===== src/csrb_pkg.sv =====
// Types, constants and codes shared by the two-color CSR builder.
package csrb_pkg;

    localparam int VERTEX_COUNT  = 1024;
    localparam int EDGE_CAPACITY = 65536;

    localparam int VTX_W   = 10;
    localparam int COLOR_W = 2;
    localparam int POS_W   = 16;
    localparam int RANGE_W = 17;

    localparam int VIDX_W    = $clog2(VERTEX_COUNT);
    localparam int ADDR_W    = VIDX_W + 1;
    localparam int MEM_DEPTH = 2 * VERTEX_COUNT;
    localparam int CNT_W     = $clog2(EDGE_CAPACITY + 1);

    localparam int QDEPTH = 4;
    localparam int QPTR_W = $clog2(QDEPTH);

    localparam logic [COLOR_W-1:0] COLOR_ONE = 2'd1;
    localparam logic [COLOR_W-1:0] COLOR_TWO = 2'd2;

    typedef enum logic [1:0] {
        ACT_COUNT  = 2'd0,
        ACT_FINISH = 2'd1,
        ACT_PLACE  = 2'd2,
        ACT_QUERY  = 2'd3
    } action_t;

    typedef enum logic [2:0] {
        ST_CLEAR,
        ST_IDLE,
        ST_QRD,
        ST_EXEC,
        ST_FRD,
        ST_FWR
    } back_state_t;

    typedef struct packed {
        action_t             action;
        logic [VTX_W-1:0]    source_vertex;
        logic [VTX_W-1:0]    target_vertex;
        logic [COLOR_W-1:0]  edge_color;
    } item_t;

    typedef struct packed {
        logic [COLOR_W-1:0]  out_color;
        logic [POS_W-1:0]    slot_position;
        logic [VTX_W-1:0]    slot_target;
        logic [RANGE_W-1:0]  range_start;
        logic [RANGE_W-1:0]  range_end;
        logic [RANGE_W-1:0]  color_total;
        logic                overflow;
    } result_t;

    typedef struct packed {
        action_t             kind;
        logic                color_idx;
        logic [VIDX_W-1:0]   vertex;
        logic [VTX_W-1:0]    target;
        logic                placing;
    } op_t;

    typedef struct packed {
        logic pop;
        logic clearing;
    } back_ctrl_t;

endpackage


===== src/csrb_front.sv =====
// Front end: accepts items, drops the ones with no effect, queues the rest.
module csrb_front (
    input  logic               clk,
    input  logic               rst_n,
    input  logic               item_valid,
    output logic               item_stall,
    input  csrb_pkg::item_t    item,
    output csrb_pkg::op_t      head,
    output logic               head_valid,
    input  csrb_pkg::back_ctrl_t back
);

    csrb_pkg::op_t              q_reg [csrb_pkg::QDEPTH];
    logic [csrb_pkg::QPTR_W-1:0] wr_ptr_reg, wr_ptr_next;
    logic [csrb_pkg::QPTR_W-1:0] rd_ptr_reg, rd_ptr_next;
    logic [csrb_pkg::QPTR_W:0]   fill_reg, fill_next;
    logic                        placing_reg, placing_next;

    logic          accept;
    logic          good;
    logic          keep;
    logic          push;
    logic          pop;
    csrb_pkg::op_t entry;

    assign item_stall = (fill_reg == (csrb_pkg::QPTR_W + 1)'(csrb_pkg::QDEPTH)) | back.clearing;
    assign accept     = item_valid & ~item_stall;
    assign pop        = back.pop;
    assign head       = q_reg[rd_ptr_reg];
    assign head_valid = (fill_reg != '0);

    assign good = ((item.edge_color == csrb_pkg::COLOR_ONE) ||
                   (item.edge_color == csrb_pkg::COLOR_TWO)) &&
                  (32'(item.source_vertex) < 32'(csrb_pkg::VERTEX_COUNT));

    always_comb
    begin
        unique case (item.action)
            csrb_pkg::ACT_COUNT:  keep = good & ~placing_reg;
            csrb_pkg::ACT_FINISH: keep = ~placing_reg;
            csrb_pkg::ACT_PLACE:  keep = good & placing_reg;
            csrb_pkg::ACT_QUERY:  keep = good;
            default:              keep = 1'b0;
        endcase
    end

    assign push = accept & keep;

    always_comb
    begin
        entry.kind      = item.action;
        entry.color_idx = (item.edge_color == csrb_pkg::COLOR_TWO);
        entry.vertex    = csrb_pkg::VIDX_W'(item.source_vertex);
        entry.target    = item.target_vertex;
        entry.placing   = placing_reg;
    end

    always_comb
    begin
        wr_ptr_next  = push ? wr_ptr_reg + 1'b1 : wr_ptr_reg;
        rd_ptr_next  = pop ? rd_ptr_reg + 1'b1 : rd_ptr_reg;
        fill_next    = fill_reg + (csrb_pkg::QPTR_W + 1)'(push)
                                - (csrb_pkg::QPTR_W + 1)'(pop);
        placing_next = placing_reg | (push && item.action == csrb_pkg::ACT_FINISH);
    end

    always_ff @(posedge clk or negedge rst_n)
    begin
        if (!rst_n)
        begin
            wr_ptr_reg  <= '0;
            rd_ptr_reg  <= '0;
            fill_reg    <= '0;
            placing_reg <= 1'b0;
        end
        else
        begin
            wr_ptr_reg  <= wr_ptr_next;
            rd_ptr_reg  <= rd_ptr_next;
            fill_reg    <= fill_next;
            placing_reg <= placing_next;
        end
    end

    always_ff @(posedge clk)
    begin
        if (push)
        begin
            q_reg[wr_ptr_reg] <= entry;
        end
    end

endmodule


===== config.mk =====
export PLATFORM = sky130hd
export DESIGN_NAME = csrb_front
export DESIGN_NICKNAME = d
export VERILOG_FILES = /design/src/csrb_pkg.sv /design/src/csrb_front.sv
export SDC_FILE = /design/constraint.sdc
export NUM_CORES = 1
export LEC_CHECK = 0
export BUFFER_PORTS_ARGS = -buffer_cell sky130_fd_sc_hd__buf_2
export CAP_MARGIN = 20
export CORE_UTILIZATION = 55
export CTS_BUF_LIST = sky130_fd_sc_hd__clkbuf_4
export CTS_CLUSTER_DIAMETER = 120
export CTS_CLUSTER_SIZE = 24
export DETAILED_ROUTE_END_ITERATION = 16
export GPL_TIMING_DRIVEN = 0
export PLACE_DENSITY = 0.81
export SYNTH_ARGS = -nofsm -noshare
export SYNTH_HDL_FRONTEND = slang
export SYNTH_SLANG_ARGS = --single-unit

===== constraint.sdc =====
create_clock -name clk -period 2.95 [get_ports clk]
set_input_delay 0.295 -clock clk [delete_from_list [all_inputs] [get_ports clk]]
set_output_delay 0.295 -clock clk [all_outputs]
set_load 0.01 [all_outputs]

==> flow_metrics.env, run 1 <==
export IMPL_r2r_end="fill_reg[2]"
export IMPL_synth_commonest_cells="edfxtp_1 (96), mux4_2 (24), dfrtp_1 (8), inv_1 (8), ha_1 (7)"
export IMPL_area_growth_pct=14.6
export IMPL_worstSetupStartpointType="register"
export IMPL_ys_warn_count=0
export IMPL_rsz0062_at_grt="no"
export IMPL_cp_max_fo=7
export IMPL_fin_nets=274
export IMPL_setup_ws_ns=0.609
export IMPL_place_congestion=0.670
export IMPL_dieArea_um2=7570
export IMPL_first_global_vias=1886
export IMPL_synth_area_um2=3980
export IMPL_fin_crit_sh_pct=79.4
export IMPL_whs_endpoint="rd_ptr_reg[0]"
export IMPL_synth_async_reset_ratio_pct=7.69
export IMPL_worst_slew_pin_slew_ns=0.664
export IMPL_hp_start="back[1]"
export IMPL_ys_types=20
export IMPL_fillers=487
export IMPL_final_hold_violation_count=0
export IMPL_totalWireLength_um=6440
export IMPL_htreeDepth=3
export IMPL_fin_skew_ns=0.00896
export IMPL_grt_max_degree=25
export IMPL_synth_edf_count=96
export IMPL_rows=30
export IMPL_synth_top_area_share_pct=72.5
export IMPL_drtIter0Drc=127
export IMPL_core_um2=6910
export IMPL_crit_required_ns=3.29
export IMPL_status="complete, no violations"
export IMPL_io_pins=55
export IMPL_avgSynthCellArea_um2=23.3
export IMPL_r2r_slack_ns=0.61
export IMPL_post_dp_hpwl_um=4160
export IMPL_die_w_um=87.0
export IMPL_reg2reg_depth=11
export IMPL_grt_pass1_wl_um=9910
export IMPL_cts_max_path_buffers=2
export IMPL_min_path_type="in -> reg"
export IMPL_drt_first_pass_iters=4
export IMPL_routed_via_density=5.38
export IMPL_ant_nets=0
export IMPL_crit_type="reg -> reg"
export IMPL_clockRootBuffer="clkbuf_4"
export IMPL_yosys_top_cells_area="edfxtp_1 (72%), mux4_2 (14%), dfrtp_1 (5.0%), ha_1 (2.2%), buf_6 (1.1%)"
export IMPL_fin_area_um2=4560
export IMPL_finalCriticalPeriod_ns=2.34
export IMPL_fin_setup_tns_ns=0
export IMPL_ys_seq_area_share_pct=77.5
export IMPL_finalMaxSlewViolations=0
export IMPL_synth_most_common_cell="edfxtp_1"
export IMPL_vias=1818
export IMPL_yosys_most_used_dff="edfxtp_1"
export IMPL_antenna_found_initial=0
export IMPL_wl_per_cell_um=19.1
export IMPL_n_antenna_cell=0
export IMPL_rr_startpoint="fill_reg[1]"
export IMPL_clock_latency_ns=0.43
export IMPL_cts_tree="done"
export IMPL_synth_area_leader_cell="edfxtp_1"
export IMPL_syn_num_nets=208
export IMPL_start_util_pct=57.6
export IMPL_slew_headroom_pct=55.7
export IMPL_netlist_instances=171
export IMPL_ys_ff_latch=104
export IMPL_endpoint_kind="register"
export IMPL_hold_depth=2
export IMPL_cts_reportedPaths_clkPinSlew_ns=0.14
export IMPL_max_freq_ghz=0.427
export IMPL_placed_area_um2=4370
export IMPL_finalSetupViolCount=0
export IMPL_place_ws_ns=0.528
export IMPL_ir_worst_vdd_mv=0.427
export IMPL_p_leak_nw=1.62
export IMPL_grt_overflow=0
export IMPL_drc=0
export IMPL_drv_cap=0
export IMPL_cts_sinks=104
export IMPL_drive_gt1_share_pct=44.2
export IMPL_port_buffers=54
export IMPL_worstPathArrival_ns=2.68
export IMPL_p_per_area_nw_per_um2=839
export IMPL_grt_usage_pct=18.9
export IMPL_fp_dieH_um=87.0
export IMPL_numCtsBuffers=9
export IMPL_largest_register_ffs=96
## worst max-delay path, cell delays in order (launching register included)
cell	delay, ns
dfrtp_1	0.44
nor2_1	0.07
a21oi_1	0.16
and4_1	0.22
buf_6	0.13
inv_1	0.07
ha_1	0.27
inv_1	0.04
ha_1	0.18
fa_1	0.37
xor2_1	0.16
xnor2_1	0.13
## worst max-delay path by stage
stage / start / end
after detailed placement: item[0] / fill_reg[2]
after global routing: fill_reg[1] / fill_reg[2]
final: fill_reg[1] / fill_reg[2]
after floorplan: item[0] / fill_reg[2]
after CTS: fill_reg[1] / fill_reg[2]
after global placement: item[0] / fill_reg[2]
## layer usage
metal  vias up  GRT usage (%)  wire (um)
li1        821              -          -
met1       929           23.0       2680
met2        52           32.3       3390
met3        16           3.89        222
met4         0           9.39        148
met5         -              0          0
## final cells by class
cell class | instances | area (um2) | area share, %
inverter | 8 | 30.0 | 0.659
tap | 96 | 120 | 2.64
clock inverter | 6 | 106 | 2.33
multi-input combinational | 52 | 803 | 17.6
buffer | 7 | 60.1 | 1.32
sequential | 104 | 3080 | 67.6
clock buffer | 10 | 75.1 | 1.65
timing repair buffer | 55 | 280 | 6.15
## through the flow
stage	utilization (%)	hold WS (ns)	total power, mW	std cells
2_1_floorplan	-	-0.000591	2.63	171
3_3_place_gp	63.2	0.143	2.96	321
3_5_place_dp	63.2	0.150	3.01	321
4_1_cts	66.0	0.0337	3.87	338
5_1_grt	66.0	0.0362	4.01	338
6_report	66.0	0.0544	3.82	338
## power by group
group	switching, mW	internal [mW]	leakage, nW
Combinational	0.550	0.579	0.567
Sequential	0.0674	1.75	0.958
Clock	0.437	0.437	0.0961
## cell usage in the layout, fill, tap and decap left out, drive strengths merged
cell	synthesis	routed
nand2b	1	1
nor2	2	2
a21oi	1	1
fa	1	1
inv	8	9
and4	1	1
o21bai	1	1
dfrtp	8	8
dlygate4sd3	0	1
nand2	2	2
mux2i	1	1
and2	4	4
bufinv	0	3
mux2	1	1
clkinv	0	2
xor2	2	2
mux4	24	24
or3	1	1
ha	7	7
buf	7	61
xnor2	3	3
clkbuf	0	10
edfxtp	96	96
## logic make-up after synthesis
logic type	synth area share, %
AOI/OAI and AO/OA	0.409
buffers and inverters	2.27
DFF	77.5
adders and majority gates	2.71
xor gates and xnor gates	1.10
muxes	14.2
and+or+nand+nor	1.76
## repair_timing
item	CTS	global route
hold buffers	1	0
resized for setup	0	0
endpoints found under the hold margin	8	0
buffers inserted	0	0
(Power assumes the default switching activity.)
==> run 2, diff against run 1 <==
--- a/config.mk
+++ b/config.mk
@@ -7,7 +7,7 @@
 export LEC_CHECK = 0
 export BUFFER_PORTS_ARGS = -buffer_cell sky130_fd_sc_hd__buf_2
 export CAP_MARGIN = 20
-export CORE_UTILIZATION = 55
+export CORE_UTILIZATION = 53
 export CTS_BUF_LIST = sky130_fd_sc_hd__clkbuf_4
 export CTS_CLUSTER_DIAMETER = 120
 export CTS_CLUSTER_SIZE = 24
==> constraint.sdc (replaced) <==
create_clock -name clk -period 2.1 [get_ports clk]
set_input_delay 0.21 -clock clk [delete_from_list [all_inputs] [get_ports clk]]
set_output_delay 0.21 -clock clk [all_outputs]
set_load 0.01 [all_outputs]
==> run 2 against run 1 <==
The run now ends with setup timing left. Total power increased by 37%. Setup slack worse by 0.67 ns. Non-clock buffer count up 25. Sequential share of layout area is 3.4 points lower. Die area rose by 3.7%. Via count grew 7.0%. Core utilization up 0.19 points. Largest power group unchanged.
==> flow_metrics.env, run 2 (synthesis results as in run 1) <==
export IMPL_place_ws_ns=-0.206
export IMPL_hp_start="back[1]"
export IMPL_crit_required_ns=2.43
export IMPL_clock_latency_ns=0.43
export IMPL_fillers=485
export IMPL_area_growth_pct=20.7
export IMPL_finalMaxSlewViolations=0
export IMPL_numCtsBuffers=9
export IMPL_grt_overflow=0
export IMPL_worstSetupStartpointType="register"
export IMPL_fin_nets=299
export IMPL_grt_max_degree=25
export IMPL_hold_slack_ns=0.0345
export IMPL_drc=0
export IMPL_rows=31
export IMPL_dieArea_um2=7850
export IMPL_port_buffers=54
export IMPL_worst_slew_pin_slew_ns=0.378
export IMPL_grt_usage_pct=18.1
export IMPL_p_per_area_nw_per_um2=1090
export IMPL_finalCriticalPeriod_ns=2.16
export IMPL_drive_gt1_share_pct=44.5
export IMPL_p_leak_nw=1.70
export IMPL_power_total_mw=5.25
export IMPL_cts_sinks=104
export IMPL_io_pins=55
export IMPL_routed_via_density=5.35
export IMPL_register_area_um2=3080
export IMPL_min_path_type="in -> reg"
export IMPL_rsz0062_at_grt="yes"
export IMPL_finalSetupViolCount=1
export IMPL_vias=1946
export IMPL_multi_input_area_um2=847
export IMPL_r2r_end="fill_reg[2]"
export IMPL_antenna_found_initial=0
export IMPL_place_congestion=0.684
export IMPL_grt_pass1_wl_um=9980
export IMPL_hold_depth=2
export IMPL_ir_worst_vdd_mv=0.672
export IMPL_cp_max_fo=4
export IMPL_cts_max_path_buffers=2
export IMPL_cts_reportedPaths_clkPinSlew_ns=0.14
export IMPL_placed_area_um2=4370
export IMPL_fp_dieH_um=88.6
export IMPL_rr_startpoint="placing_reg"
export IMPL_wl_per_cell_um=18.1
export IMPL_slowest_delay_ns=0.41
export IMPL_htreeDepth=3
export IMPL_slew_headroom_pct=74.8
export IMPL_cpMaxStageDelayCell="dfrtp_2"
export IMPL_fin_setup_tns_ns=-0.0611
export IMPL_endpoint_kind="register"
export IMPL_n_antenna_cell=0
export IMPL_fin_area_um2=4800
export IMPL_fin_skew_ns=0.0121
export IMPL_max_freq_ghz=0.463
export IMPL_first_global_vias=1984
export IMPL_crit_path_frequent_cell="ha_4"
export IMPL_drv_cap=0
export IMPL_status="finished with violations"
export IMPL_layout_cells_most_common_list="edfxtp_1 (96), buf_2 (57), mux4_2 (24)"
export IMPL_final_common_cell="edfxtp_1"
export IMPL_fin_crit_sh_pct=103
export IMPL_ant_nets=0
export IMPL_drt_first_pass_iters=4
export IMPL_cts_tree="done"
export IMPL_path_cells="nor2_1 > mux2i_1 > and4_1 > buf_6 > inv_4 > ha_4 > inv_2 > ha_4 > fa_2 > xor2_2 > xnor2_1"
export IMPL_totalWireLength_um=6590
export IMPL_drtIter0Drc=131
export IMPL_clockRootBuffer="clkbuf_4"
export IMPL_die_w_um=88.6
export IMPL_violations="setup timing"
export IMPL_r2r_slack_ns=-0.06
export IMPL_final_hold_violation_count=0
export IMPL_crit_type="reg -> reg"
export IMPL_core_um2=7250
export IMPL_start_util_pct=54.8
export IMPL_whs_endpoint="rd_ptr_reg[0]"
export IMPL_post_dp_hpwl_um=4020
export IMPL_reg2reg_depth=11
export IMPL_largest_register_ffs=96
export IMPL_setup_ws_ns=-0.0611
export IMPL_worstPathArrival_ns=2.49
-- run 2: layout make-up --
class | instances | area share (%)
multi-input cells | 52 | 17.6
well taps | 99 | 2.58
repair buffers | 80 | 10.8
inverters | 8 | 0.678
flip-flops and latches | 104 | 64.2
plain buffers | 7 | 1.62
clock buffers | 9 | 1.41
clock inverters | 5 | 1.04
-- run 2: critical path: cells and delay by family, from the launching register on --
kind                     cells  cell delay (ns)
adder cells (fa/ha/maj)      3             0.74
AND/OR/NAND/NOR              2             0.29
flip-flops                   1             0.41
buffers and inverters        3             0.18
multiplexers                 1             0.16
XOR/XNOR                     2             0.27
-- run 2: worst max-delay path by stage --
| stage | end | slack, ns | from |
|---|---|---|---|
| after floorplan | fill_reg[2] | 0.004 | fill_reg[1] |
| after global placement | fill_reg[2] | -0.17 | item[0] |
| after detailed placement | fill_reg[2] | -0.21 | item[0] |
| after CTS | fill_reg[2] | -0.08 | placing_reg |
| after global routing | fill_reg[2] | -0.20 | placing_reg |
| final | fill_reg[2] | -0.06 | placing_reg |
-- run 2: timing repair --
action,4_1_cts,5_1_grt
hold endpoints to repair,83,0
endpoints found under the setup margin,2,116
hold buffers,21,0
buffers inserted,4,1
resized for setup,7,10
pin swaps,6,5
-- run 2: report_power, final --
part / internal, mW / total [mW] / switching (mW)
combinational: 0.943 / 1.78 / 0.832
clock: 0.342 / 0.932 / 0.591
sequential: 2.46 / 2.54 / 0.0792
-- run 2: per-layer routing --
metal	part of all wire (%)	GRT usage, %
met4	2.2	8.50
met1	44	24.2
met3	2.9	3.54
met2	50	29.2
met5	0	0
-- run 2: per-stage QoR --
stage	cells	utilization, %
finish	364	66.2
CTS	363	65.5
detailed placement	324	60.3
floorplan	171	-
global route	364	66.2
global placement	324	60.3
